[src/sv/assert_macros.svh]
// Assertion macros used by sorted_id_packet_table_unit.
`ifndef ASSERT_MACROS_SVH
`define ASSERT_MACROS_SVH

`ifndef SYNTHESIS

`define SIPT_ASSERT(lbl, clk, rst_n, prop, msg) \
	lbl: assert property (@(posedge clk) disable iff (!rst_n) prop) else $error(msg);

`define SIPT_ASSERT_ALWAYS(lbl, clk, prop, msg) \
	lbl: assert property (@(posedge clk) prop) else $error(msg);

`else

`define SIPT_ASSERT(lbl, clk, rst_n, prop, msg)

`define SIPT_ASSERT_ALWAYS(lbl, clk, prop, msg)

`endif

`endif

[src/sv/sipt_pkg.sv]
// Types and codes for the sorted id packet table.
package sipt_pkg;

	typedef logic [1:0] cmd_t;
	typedef logic [1:0] stat_t;

	localparam cmd_t CMD_INSERT = 2'd0;
	localparam cmd_t CMD_TAKE   = 2'd1;
	localparam cmd_t CMD_READ   = 2'd2;

	localparam stat_t STAT_OK      = 2'd0;
	localparam stat_t STAT_FULL    = 2'd1;
	localparam stat_t STAT_MISSING = 2'd2;

	localparam logic [4:0] CAP_RESET = 5'd16;

	typedef struct packed {
		cmd_t        command;
		logic [31:0] packet_id;
		logic [31:0] payload;
	} in_item_t;

	typedef struct packed {
		stat_t       status;
		logic [31:0] found_id;
		logic [31:0] found_payload;
		logic [4:0]  entry_count;
	} out_item_t;

	typedef enum logic [2:0] {
		S_IDLE,
		S_INS,
		S_INS_CHK,
		S_SRCH,
		S_SHF,
		S_DONE
	} state_t;

endpackage

[src/sv/sipt_mem.sv]
// Entry storage: one write port, one registered read port.
module sipt_mem #(
	parameter int DEPTH = 16,
	parameter int WIDTH = 64
) (
	input  logic                             clk,
	input  logic                             we,
	input  logic [(DEPTH>1?$clog2(DEPTH):1)-1:0] waddr,
	input  logic [WIDTH-1:0]                 wdata,
	input  logic                             re,
	input  logic [(DEPTH>1?$clog2(DEPTH):1)-1:0] raddr,
	output logic [WIDTH-1:0]                 rdata
);

	logic [WIDTH-1:0] mem_q [DEPTH];
	logic [WIDTH-1:0] rdata_q;

	always_ff @(posedge clk) begin
		if (we) begin
			mem_q[waddr] <= wdata;
		end
	end

	always_ff @(posedge clk) begin
		if (re) begin
			rdata_q <= mem_q[raddr];
		end
	end

	assign rdata = rdata_q;

endmodule

[src/sv/sipt_seq.sv]
// Sequencer: scans, shifts and compares entries one memory access a cycle.
module sipt_seq #(
	parameter int DEPTH        = 16,
	parameter int PAYLOAD_BITS = 32
) (
	input  logic                                 clk,
	input  logic                                 arst_n,
	input  logic                                 start,
	input  sipt_pkg::in_item_t                   item,
	input  logic [4:0]                           cap,
	output logic                                 idle,
	output logic                                 res_valid,
	input  logic                                 res_ready,
	output sipt_pkg::out_item_t                  res,
	output logic                                 mem_we,
	output logic [(DEPTH>1?$clog2(DEPTH):1)-1:0] mem_waddr,
	output logic [32+PAYLOAD_BITS-1:0]           mem_wdata,
	output logic                                 mem_re,
	output logic [(DEPTH>1?$clog2(DEPTH):1)-1:0] mem_raddr,
	input  logic [32+PAYLOAD_BITS-1:0]           mem_rdata
);

	import sipt_pkg::*;

	localparam int AW = (DEPTH > 1) ? $clog2(DEPTH) : 1;
	localparam int CW = $clog2(DEPTH + 1);
	localparam int LW = (CW > 5) ? CW : 5;
	localparam int PB = PAYLOAD_BITS;
	localparam logic [CW-1:0] DEPTH_C = CW'(DEPTH);

	state_t          state_q, state_d;
	logic [CW-1:0]   cnt_q;
	logic            rv_q;
	cmd_t            cmd_q;
	logic [31:0]     key_q;
	logic [PB-1:0]   pay_q;
	logic [CW-1:0]   a_q;
	logic [CW-1:0]   p_q;
	stat_t           status_q;
	logic [31:0]     fid_q;
	logic [31:0]     fpay_q;

	logic [63:0]     pin_ext;
	logic [PB-1:0]   pay_in;
	logic [31:0]     rd_id;
	logic [PB-1:0]   rd_pay;
	logic [63:0]     rd_pay_ext;
	logic [CW-1:0]   a_m1, a_m2, p_m1;
	logic [31:0]     cnt_ext;
	logic            full, more, hit, ge;
	logic            cnt_inc, cnt_dec;

	assign pin_ext    = 64'(item.payload);
	assign pay_in     = pin_ext[PB-1:0];
	assign rd_id      = mem_rdata[PB +: 32];
	assign rd_pay     = mem_rdata[PB-1:0];
	assign rd_pay_ext = 64'(rd_pay);
	assign a_m1       = a_q - CW'(1);
	assign a_m2       = a_q - CW'(2);
	assign p_m1       = p_q - CW'(1);
	assign cnt_ext    = 32'(cnt_q);

	assign full = (LW'(cnt_q) >= LW'(cap)) || (cnt_q >= DEPTH_C);
	assign more = a_q < cnt_q;
	assign hit  = rv_q && (rd_id == key_q);
	assign ge   = rd_id >= key_q;

	always_comb begin
		state_d   = state_q;
		mem_we    = 1'b0;
		mem_waddr = a_q[AW-1:0];
		mem_wdata = {key_q, pay_q};
		mem_re    = 1'b0;
		mem_raddr = a_q[AW-1:0];
		cnt_inc   = 1'b0;
		cnt_dec   = 1'b0;
		res_valid = 1'b0;
		unique case (state_q)
			S_IDLE: begin
				if (start) begin
					unique case (item.command)
						CMD_INSERT:        state_d = full ? S_DONE : S_INS;
						CMD_TAKE, CMD_READ: state_d = (cnt_q == '0) ? S_DONE : S_SRCH;
						default:           state_d = S_DONE;
					endcase
				end
			end
			S_INS: begin
				if (a_q == '0) begin
					mem_we  = 1'b1;
					cnt_inc = 1'b1;
					state_d = S_DONE;
				end else begin
					mem_re    = 1'b1;
					mem_raddr = a_m1[AW-1:0];
					state_d   = S_INS_CHK;
				end
			end
			S_INS_CHK: begin
				mem_we = 1'b1;
				if (ge) begin
					mem_wdata = mem_rdata;
					if (a_m1 != '0) begin
						mem_re    = 1'b1;
						mem_raddr = a_m2[AW-1:0];
					end else begin
						state_d = S_INS;
					end
				end else begin
					cnt_inc = 1'b1;
					state_d = S_DONE;
				end
			end
			S_SRCH: begin
				mem_re = more;
				if (hit) begin
					state_d = (cmd_q == CMD_TAKE) ? S_SHF : S_DONE;
				end else if (!more) begin
					state_d = S_DONE;
				end
			end
			S_SHF: begin
				mem_re = more;
				if (rv_q) begin
					mem_we    = 1'b1;
					mem_waddr = p_m1[AW-1:0];
					mem_wdata = mem_rdata;
				end else begin
					cnt_dec = 1'b1;
					state_d = S_DONE;
				end
			end
			S_DONE: begin
				res_valid = 1'b1;
				if (res_ready) begin
					state_d = S_IDLE;
				end
			end
			default: state_d = S_IDLE;
		endcase
	end

	always_ff @(posedge clk or negedge arst_n) begin
		if (!arst_n) begin
			state_q <= S_IDLE;
			cnt_q   <= '0;
			rv_q    <= 1'b0;
		end else begin
			state_q <= state_d;
			rv_q    <= (state_q == S_SRCH || state_q == S_SHF) && more;
			if (cnt_inc) begin
				cnt_q <= cnt_q + CW'(1);
			end else if (cnt_dec) begin
				cnt_q <= cnt_q - CW'(1);
			end
		end
	end

	always_ff @(posedge clk) begin
		unique case (state_q)
			S_IDLE: begin
				if (start) begin
					cmd_q  <= item.command;
					key_q  <= item.packet_id;
					pay_q  <= pay_in;
					a_q    <= (item.command == CMD_INSERT) ? cnt_q : '0;
					fid_q  <= '0;
					fpay_q <= '0;
					if (item.command == CMD_INSERT) begin
						status_q <= full ? STAT_FULL : STAT_OK;
					end else begin
						status_q <= STAT_MISSING;
					end
				end
			end
			S_INS_CHK: begin
				if (ge) begin
					a_q <= a_m1;
				end
			end
			S_SRCH, S_SHF: begin
				if (more) begin
					a_q <= a_q + CW'(1);
					p_q <= a_q;
				end
				if (state_q == S_SRCH && hit) begin
					status_q <= STAT_OK;
					fid_q    <= rd_id;
					fpay_q   <= rd_pay_ext[31:0];
				end
			end
			default: ;
		endcase
	end

	assign idle              = (state_q == S_IDLE);
	assign res.status        = status_q;
	assign res.found_id      = fid_q;
	assign res.found_payload = fpay_q;
	assign res.entry_count   = cnt_ext[4:0];

endmodule

[src/sv/sorted_id_packet_table_unit.sv]
// Sorted id packet table: insert, take and read packets kept in ascending id order.
//
// Channels: the input channel (in_valid, in_ready, in_data) carries a command, an id
// and a payload; the output channel (out_valid, out_ready, out_data) returns one result
// per command with status, found id and payload, and the entry count afterwards.
// cfg_wr_en / cfg_wr_data write the capacity register; the user must write it only
// while idle, as the block itself does not enforce this. An insert shifts each stored
// entry whose id is not below the new one up one place, from the end, then writes the
// new entry; a read or take scans from the first entry to the match, and a take then
// shifts the later entries down; a miss scans every entry; a full insert, empty lookup
// or reserved command goes straight to the result. Throughput is one command at a
// time, bounded by the single memory read port that visits one entry per cycle.
// Reset clears the entry count and sets the capacity to 16; the storage is left as is.
// A finished result waits in the output register while the next command is accepted;
// if the receiver stalls, the following command holds at its end until the register
// drains.
module sorted_id_packet_table_unit #(
	parameter int DEPTH        = 16,
	parameter int PAYLOAD_BITS = 32
) (
	input  logic                clk,
	input  logic                arst_n,
	input  logic                in_valid,
	output logic                in_ready,
	input  sipt_pkg::in_item_t  in_data,
	output logic                out_valid,
	input  logic                out_ready,
	output sipt_pkg::out_item_t out_data,
	input  logic                cfg_wr_en,
	input  logic [4:0]          cfg_wr_data
);

	import sipt_pkg::*;

	`include "assert_macros.svh"

	localparam int AW = (DEPTH > 1) ? $clog2(DEPTH) : 1;
	localparam int W  = 32 + PAYLOAD_BITS;

	logic [4:0] capacity_q;
	logic       out_valid_q;
	out_item_t  out_data_q;

	logic       start, seq_idle, res_valid, res_ready;
	out_item_t  res;
	logic          mem_we, mem_re;
	logic [AW-1:0] mem_waddr, mem_raddr;
	logic [W-1:0]  mem_wdata, mem_rdata;

	assign in_ready  = seq_idle;
	assign start     = in_valid && in_ready;
	assign res_ready = !out_valid_q || out_ready;

	always_ff @(posedge clk or negedge arst_n) begin
		if (!arst_n) begin
			capacity_q <= CAP_RESET;
		end else if (cfg_wr_en) begin
			capacity_q <= cfg_wr_data;
		end
	end

	always_ff @(posedge clk or negedge arst_n) begin
		if (!arst_n) begin
			out_valid_q <= 1'b0;
		end else if (res_valid && res_ready) begin
			out_valid_q <= 1'b1;
		end else if (out_ready) begin
			out_valid_q <= 1'b0;
		end
	end

	always_ff @(posedge clk) begin
		if (res_valid && res_ready) begin
			out_data_q <= res;
		end
	end

	assign out_valid = out_valid_q;
	assign out_data  = out_data_q;

	sipt_seq #(
		.DEPTH        (DEPTH),
		.PAYLOAD_BITS (PAYLOAD_BITS)
	) u_seq (
		.clk       (clk),
		.arst_n    (arst_n),
		.start     (start),
		.item      (in_data),
		.cap       (capacity_q),
		.idle      (seq_idle),
		.res_valid (res_valid),
		.res_ready (res_ready),
		.res       (res),
		.mem_we    (mem_we),
		.mem_waddr (mem_waddr),
		.mem_wdata (mem_wdata),
		.mem_re    (mem_re),
		.mem_raddr (mem_raddr),
		.mem_rdata (mem_rdata)
	);

	sipt_mem #(
		.DEPTH (DEPTH),
		.WIDTH (W)
	) u_mem (
		.clk   (clk),
		.we    (mem_we),
		.waddr (mem_waddr),
		.wdata (mem_wdata),
		.re    (mem_re),
		.raddr (mem_raddr),
		.rdata (mem_rdata)
	);

	`SIPT_ASSERT(a_busy_after_transfer, clk, arst_n, start |=> !in_ready, "ready held after input transfer")
	`SIPT_ASSERT(a_status_code, clk, arst_n, out_valid_q |-> (out_data_q.status == STAT_OK || out_data_q.status == STAT_FULL || out_data_q.status == STAT_MISSING), "undefined status code")
	`SIPT_ASSERT(a_fail_zero_fields, clk, arst_n, (out_valid_q && out_data_q.status != STAT_OK) |-> (out_data_q.found_id == '0 && out_data_q.found_payload == '0), "failed result carries entry data")
	`SIPT_ASSERT_ALWAYS(a_reset_idle, clk, !arst_n |=> !out_valid_q, "result visible during reset")

endmodule
[config.mk]
export PLATFORM = sky130hd
export DESIGN_NAME = sorted_id_packet_table_unit
export DESIGN_NICKNAME = d
export VERILOG_FILES = /design/src/sv/sipt_pkg.sv /design/src/sv/sipt_mem.sv /design/src/sv/sipt_seq.sv /design/src/sv/sorted_id_packet_table_unit.sv
export VERILOG_INCLUDE_DIRS = /design/src /design/src/sv
export SDC_FILE = /design/constraint.sdc
export NUM_CORES = 2
export LEC_CHECK = 0
export BUFFER_PORTS_ARGS = -buffer_cell sky130_fd_sc_hd__buf_2
export CORE_MARGIN = 2
export CORE_UTILIZATION = 60
export CTS_BUF_LIST = sky130_fd_sc_hd__clkbuf_4 sky130_fd_sc_hd__clkbuf_8
export DETAILED_ROUTE_END_ITERATION = 6
export PLACE_DENSITY_LB_ADDON = 0.15
export SLEW_MARGIN = 25
export SYNTH_ARGS = -nofsm -noshare
export SYNTH_HDL_FRONTEND = slang
export SYNTH_SLANG_ARGS = --single-unit
[constraint.sdc]
create_clock -name clk -period 15.8 [get_ports clk]
set_clock_uncertainty 0.05 [all_clocks]
set_input_delay 3.16 -clock clk [delete_from_list [all_inputs] [get_ports clk]]
set_output_delay 3.16 -clock clk [all_outputs]
set_load 0.01 [all_outputs]
# After elaboration in Yosys (flattened, before gate mapping)
# Memory sizes are Yosys's and may differ from the RTL's. A register that Yosys moved wholly into a read port is not among the register bits.
# Cells that the tools add are included.
[classes]
n_eq_ne = 17
n_lt_le_gt_ge = 4
n_reduce_logical = 25
addsub = 6
mux = 55
[ops]
columns = ["cell", "n"]
rows = [
  ["64-bit two-way mux", 2],
  ["32-bit case mux with 2 select lines", 2],
  ["64-bit case mux with 2 select lines", 1],
  ["32-bit two-way mux", 3],
  ["32-bit == test", 1],
  ["32-bit greater-or-equal comparator", 1],
  ["3-bit two-way mux", 10],
  ["5-bit two-way mux", 6],
  ["4-bit two-way mux", 5],
  ["3-bit case mux with 6 select lines", 1],
  ["1-bit two-way mux", 15],
  ["5-bit case mux with 3 select lines", 1],
  ["5-bit by 1-bit adder with 5-bit output, second input constant", 2],
  ["5-bit zero test", 2],
  ["5-bit by 1-bit subtractor with 5-bit output, second input constant", 2],
  ["2-bit by 1-bit inequality test with 1-bit output, second input constant", 4],
  ["4-bit case mux with 2 select lines", 1],
  ["3-bit by 2-bit == test with 1-bit output, second input constant", 2],
  ["3-bit == test, second input constant", 2],
  ["2-bit two-way mux", 3],
  ["3-bit inequality test, second input constant", 2],
  ["1-bit case mux with 3 select lines", 2],
  ["3-bit case mux with 2 select lines", 1],
  ["2-bit nonzero test", 3],
  ["other kinds (23)", 33],
]
[totals]
ram_bits = 1024
in_bits = 76
mem_count = 1
regBits = 227
word_cells = 125
output_inout_bits = 73
[mem_list]
columns = ["memory", "depth", "word_bits", "read_ports", "rd_ports_with_merged_regs", "wr", "line_no", "source"]
rows = [
  ["u_mem.mem_q", 16, 64, 1, 1, 1, "sipt_mem.sv:15", "logic [WIDTH-1:0] mem_q [DEPTH];"],
]

# Depth between registers and ports, before layout
[logic_depth]
depth_word = 6
mapped_depth = 15
ltp_nobuf = 14

# Modules after synthesis
# From an unflattened synthesis, not the netlist that was laid out.
[unflattened]
cells_unflattened = 2340
area_unflattened_um2 = 50628.6
[by_module_without_submodules]
columns = ["mod", "area_per_inst_um2", "cells_per_inst", "instances", "seq_area_each_um2"]
rows = [
  ["sipt_mem", 40222.3, 1647, 1, 32671.3],
  ["sipt_seq", 8041.5, 607, 1, 4459.3],
  ["sorted_id_packet_table_unit", 2364.8, 86, 1, 2283.4],
]

# Least setup slack after synthesis
# Ideal clock, no wire load.
[synth_timing]
kind = "input port to flip-flop"
start = "input in_valid"
end = "register u_seq.cmd_q[0], enable pin"
t_arrival_ns = 7.673
n_path_buf = 0
slack_ns = 7.506
cell_stages = 2
path_cell_list = "inv_1 > nor3_1"
[synth_via]
elab_chain_cells = 2
[synth_rtl]
columns = ["item", "line_no", "source"]
rows = [
  ["start, declared", "sorted_id_packet_table_unit.sv:23", "input logic in_valid,"],
  ["1-bit logical AND", "sorted_id_packet_table_unit.sv:51", "assign start = in_valid && in_ready;"],
  ["2-bit AND reduction (no source line)", "-", ""],
  ["end signal, assigned", "sipt_seq.sv:163", "cmd_q <= item.command;"],
  ["end, declared", "sipt_seq.sv:34", "cmd_t cmd_q;"],
]
# No other way between the ends.
# A chain may end at the register's enable or synchronous reset.

# Worst setup path after layout
[layout_timing]
start = "register u_mem.rdata_q[61], in the netlist u_mem.rdata[61] (read register of u_mem.mem_q)"
end = "register u_mem.rdata_q[18], in the netlist u_mem.rdata[18] (read register of u_mem.mem_q), data pin"
[layout_via]
elab_chain_cells = 3
[layout_rtl]
columns = ["item", "line_no", "source"]
rows = [
  ["start, declared", "sipt_mem.sv:16", "logic [WIDTH-1:0] rdata_q;"],
  ["32-bit greater-or-equal comparator (*)", "sipt_seq.sv:66", "assign ge = rd_id >= key_q;"],
  ["1-bit two-way mux / 4-bit two-way mux (equally long branches)", "sipt_seq.sv:101", "if (ge) begin"],
  ["1-bit case mux with 3 select lines / 4-bit case mux with 2 select lines (equally long branches)", "sipt_seq.sv:78", "unique case (state_q)"],
]
# Every way passes the cells marked *; elsewhere a longest branch is shown, timed or not.

==> flow_results.xml <==
<?xml version="1.0" encoding="UTF-8"?>
<metrics>
  <group name="layout">
    <metric name="mostFrequentLayoutCells" unit="">edfxtp_1 (1300), clkbuf_8 (209), nor2_1 (204), mux2_1 (152), buf_2 (148)</metric>
    <metric name="fin_nets" unit="">3283</metric>
    <metric name="layout.cells.most_common" unit="">edfxtp_1</metric>
    <metric name="layout.core_utilization" unit="%">67.8</metric>
    <metric name="area_delta_synth_final" unit="%">12.2</metric>
    <metric name="fillerInstances" unit="">5610</metric>
    <metric name="post_layout_nonfiller_instances" unit="">4477</metric>
    <metric name="drive_gt1_share" unit="%">26.1</metric>
  </group>
  <group name="timing">
    <metric name="hold_viol" unit="">0</metric>
    <metric name="grt_setup_unrepaired" unit="">no</metric>
    <metric name="slew_viol_final" unit="">0</metric>
    <metric name="min_period" unit="ns">6.79</metric>
    <metric name="fin_setup_tns" unit="ns">0</metric>
    <metric name="max_freq" unit="MHz">147</metric>
    <metric name="worst-slew-pin-transition" unit="ns">1.12</metric>
    <metric name="timing.final.setup_violations" unit="">0</metric>
    <metric name="finalCritPeriodShare" unit="%">43.0</metric>
    <metric name="max_slew_margin" unit="%">25.0</metric>
  </group>
  <group name="cts">
    <metric name="cts_tree" unit="">built</metric>
    <metric name="cts_setup_buffers" unit="">0</metric>
    <metric name="clock_tree.root_cell" unit="">clkbuf_8</metric>
    <metric name="cts_resized" unit="">0</metric>
    <metric name="cts_sinks" unit="">1315</metric>
    <metric name="numCtsBuffers" unit="">203</metric>
    <metric name="clk_pin_slew_worst_paths" unit="ns">0.06</metric>
    <metric name="ctsLongestPathBuffers" unit="">3</metric>
    <metric name="h_tree_lvls" unit="">4</metric>
    <metric name="insertion_delay" unit="ns">0.87</metric>
    <metric name="cts_hold_buffers" unit="">0</metric>
  </group>
  <group name="yosys">
    <metric name="ys_types" unit="">69</metric>
    <metric name="muxShareOfSynthArea" unit="%">11.3</metric>
    <metric name="synth_nets" unit="">3027</metric>
    <metric name="count_of_flip_flops_with_a_built_in_enable_after_synthesis" unit="">1300</metric>
    <metric name="synth.cell_area" unit="mm2">0.0524</metric>
    <metric name="synth_xor_area_share" unit="%">0.182</metric>
    <metric name="synth_top_family_by_area" unit="">multiplexers</metric>
    <metric name="seq_area_frac_synth" unit="%">75.2</metric>
    <metric name="synth_fa_ha_area_share" unit="%">1.30</metric>
    <metric name="asyncSetResetFlopFracSynth" unit="%">1.14</metric>
    <metric name="synthesis.instances" unit="">2897</metric>
    <metric name="synth.ff_latch_count" unit="">1315</metric>
    <metric name="synthSimpleGateAreaFrac" unit="%">4.33</metric>
    <metric name="avgSynthCellArea" unit="um2">18.1</metric>
    <metric name="yosys_warning_total" unit="">0</metric>
    <metric name="synthFlopType" unit="">edfxtp_1</metric>
    <metric name="synth_compound_gate_area_share" unit="%">5.52</metric>
  </group>
  <group name="place">
    <metric name="gp_congestion" unit="">0.909</metric>
    <metric name="post-place-cells" unit="">4102</metric>
    <metric name="place_hpwl" unit="um">66800</metric>
    <metric name="io_buffer_count" unit="">148</metric>
  </group>
  <group name="worst_setup_path">
    <metric name="worst_ep_required_time" unit="ns">16.41</metric>
    <metric name="worstPathMaxFanout" unit="">98</metric>
    <metric name="cp-end-kind" unit="">flop</metric>
    <metric name="data_arrival_time_at_the_worst_slack_endpoint" unit="ns">7.40</metric>
    <metric name="critical_path.startpoint_type" unit="">flop</metric>
    <metric name="worstSetupPathType" unit="">reg2reg</metric>
  </group>
  <group name="route">
    <metric name="drt_wl_total" unit="um">132000</metric>
    <metric name="drt-vias-per-instance" unit="">6.51</metric>
    <metric name="routedWlPerCell" unit="um">29.5</metric>
    <metric name="first_iter_violations" unit="">3704</metric>
    <metric name="num_vias" unit="">29200</metric>
    <metric name="drcViolationCount" unit="">0</metric>
    <metric name="ant_nets" unit="">0</metric>
    <metric name="detail_route.first_pass.iterations" unit="">6</metric>
  </group>
  <group name="die">
    <metric name="die_span_x" unit="um">299</metric>
    <metric name="rows" unit="">108</metric>
    <metric name="initial_utilization" unit="%">60.5</metric>
    <metric name="design.core.area" unit="mm2">0.0866</metric>
    <metric name="ioPinCount" unit="">149</metric>
    <metric name="fp.dieH" unit="um">299</metric>
    <metric name="dieArea" unit="mm2">0.0897</metric>
  </group>
  <group name="run">
    <metric name="maxCapViolations" unit="">0</metric>
  </group>
  <group name="power_and_ir_drop">
    <metric name="power_density_over_the_cells" unit="mW/mm2">229</metric>
    <metric name="leakagePower" unit="nW">19.3</metric>
    <metric name="vdd.ir_drop.worst" unit="mV">0.295</metric>
  </group>
  <group name="grt">
    <metric name="grt_pass1_vias" unit="">29400</metric>
    <metric name="grt_pass1_wl" unit="um">191000</metric>
    <metric name="grt_util_met3" unit="%">5.75</metric>
    <metric name="grt.busiest_layer" unit="">met2</metric>
    <metric name="antenna_found_initial" unit="">5</metric>
    <metric name="overflow" unit="">0</metric>
    <metric name="grtUsageMet2" unit="%">46.3</metric>
    <metric name="grt_util_all_layers" unit="%">29.4</metric>
    <metric name="gr-usage-met1" unit="%">42.1</metric>
    <metric name="pin_count_of_the_biggest_net_entering_global_routing" unit="">190</metric>
  </group>
  <group name="outcome">
    <metric name="outcome" unit="">complete, no violations</metric>
  </group>
  <group name="worst_hold_path">
    <metric name="hold_class" unit="">reg2reg</metric>
  </group>
</metrics>
==> cells in the mapped netlist, types with 2 or more instances <==
cell | n | area share (%)
a2111o_1 | 2 | 0.043
a21o_1 | 14 | 0.20
a21oi_1 | 141 | 1.3
a221o_1 | 3 | 0.057
a221oi_1 | 54 | 0.90
a22oi_1 | 2 | 0.029
a2bb2oi_1 | 2 | 0.033
a311oi_2 | 2 | 0.057
a32oi_1 | 3 | 0.050
and3_1 | 2 | 0.024
buf_1 | 22 | 0.16
buf_2 | 30 | 0.29
buf_4 | 12 | 0.17
buf_6 | 32 | 0.69
clkbuf_1 | 64 | 0.46
dfrtp_1 | 14 | 0.67
edfxtp_1 | 1300 | 75
ha_1 | 53 | 1.3
inv_1 | 55 | 0.39
mux2_1 | 152 | 3.3
mux2_2 | 102 | 2.2
mux2_4 | 10 | 0.29
mux4_2 | 128 | 5.5
nand2_1 | 40 | 0.29
nand2_2 | 2 | 0.024
nand2b_1 | 11 | 0.13
nand3_1 | 11 | 0.11
nand3b_1 | 2 | 0.029
nand4_1 | 6 | 0.072
nor2_1 | 221 | 1.6
nor2b_1 | 71 | 0.85
nor3_1 | 5 | 0.048
nor4_1 | 47 | 0.56
nor4_2 | 19 | 0.45
o211ai_1 | 3 | 0.043
o21a_1 | 2 | 0.029
o21ai_0 | 82 | 0.78
o21ai_1 | 3 | 0.029
o22ai_1 | 132 | 1.6
o31a_1 | 2 | 0.033
o31ai_1 | 3 | 0.043
o32a_1 | 2 | 0.038
xnor2_1 | 5 | 0.084
xor2_1 | 4 | 0.067
==> final timing paths <==
path | to | from | cells after the start | slack, ns
setup / recovery | u_mem.rdata[18] | u_mem.rdata[61] | 14 | 9.01
hold / removal | out_data[14] | u_seq.fpay_q[9] | 0 | 0.37
setup reg to reg | u_mem.rdata[18] | u_mem.rdata[61] | 14 | 9.01
hold reg to reg | out_data[14] | u_seq.fpay_q[9] | 0 | 0.37
max in group asynchronous | capacity_q[4] | arst_n | 1 | 13.24
min in group asynchronous | capacity_q[1] | arst_n | 1 | 2.15
==> routing by layer <==
metal / wire length (um) / vias up
li1: - / 12100
met1: 52200 / 15000
met2: 62800 / 1723
met3: 13600 / 265
met4: 3210 / 2
met5: 8 / -
==> worst max-delay path: stages (launching register included) <==
cell and delay (ns):
edfxtp_1 0.45, ha_1 0.35, nand4_2 0.17, nor4_2 0.49
and4_2 0.41, o31ai_4 0.17, a21oi_1 0.31, o221a_4 0.53
buf_4 0.80, buf_12 0.53, buf_16 0.44, buf_4 0.85
mux4_2 0.36, nor2_1 0.05, nor4_1 0.39
==> power by group <==
part,switching [W],internal (W),total [W]
registers,0.000227,0.00494,0.00516
clock network,0.00130,0.00159,0.00289
logic,0.00336,0.00201,0.00538
==> registers in the layout, summed over array words and instances (netlist names) <==
register	cells
u_mem.mem_q	1024
out_data	71
u_mem.rdata	64
u_seq.fid_q	32
u_seq.fpay_q	32
u_seq.key_q	32
u_seq.pay_q	32
capacity_q	5
u_seq.a_q	5
u_seq.cnt_q	5
u_seq.p_q	4
u_seq.state_q	3
u_seq.cmd_q	2
u_seq.status_q	2
out_valid	1
u_seq.rv_q	1
==> logic make-up after synthesis <==
family / Yosys count
AO/OA/AOI/OAI: 463
AND/OR/NAND/NOR: 447
XOR/XNOR: 10
multiplexers: 393
buffers and inverters: 215
adder cells (fa/ha/maj): 54
flip-flops: 1315
==> layout make-up <==
type	instances	area [um2]	share of cell area (%)
multi-input cells	1367	12200	20.8
flip-flops and latches	1315	39400	67.1
repair buffers	211	1290	2.20
well taps	1155	1450	2.46
clock inverters	109	875	1.49
diodes	2	5.00	0.00852
clock buffers	263	3280	5.59
inverters	55	206	0.351
==> stage by stage <==
step	power [W]	hold WS [ns]	cell area, um2	worst slack, ns
4_1_cts	0.0134	0.367	58600	9.17
6_report	0.0134	0.366	58800	9.01
5_1_grt	0.0140	0.374	58800	8.71
3_5_place_dp	0.0105	0.355	54400	9.29
3_3_place_gp	0.0104	0.351	54400	8.91
2_1_floorplan	0.00910	0.350	52400	7.51
Note: power is estimated with default switching activity, not from simulation.
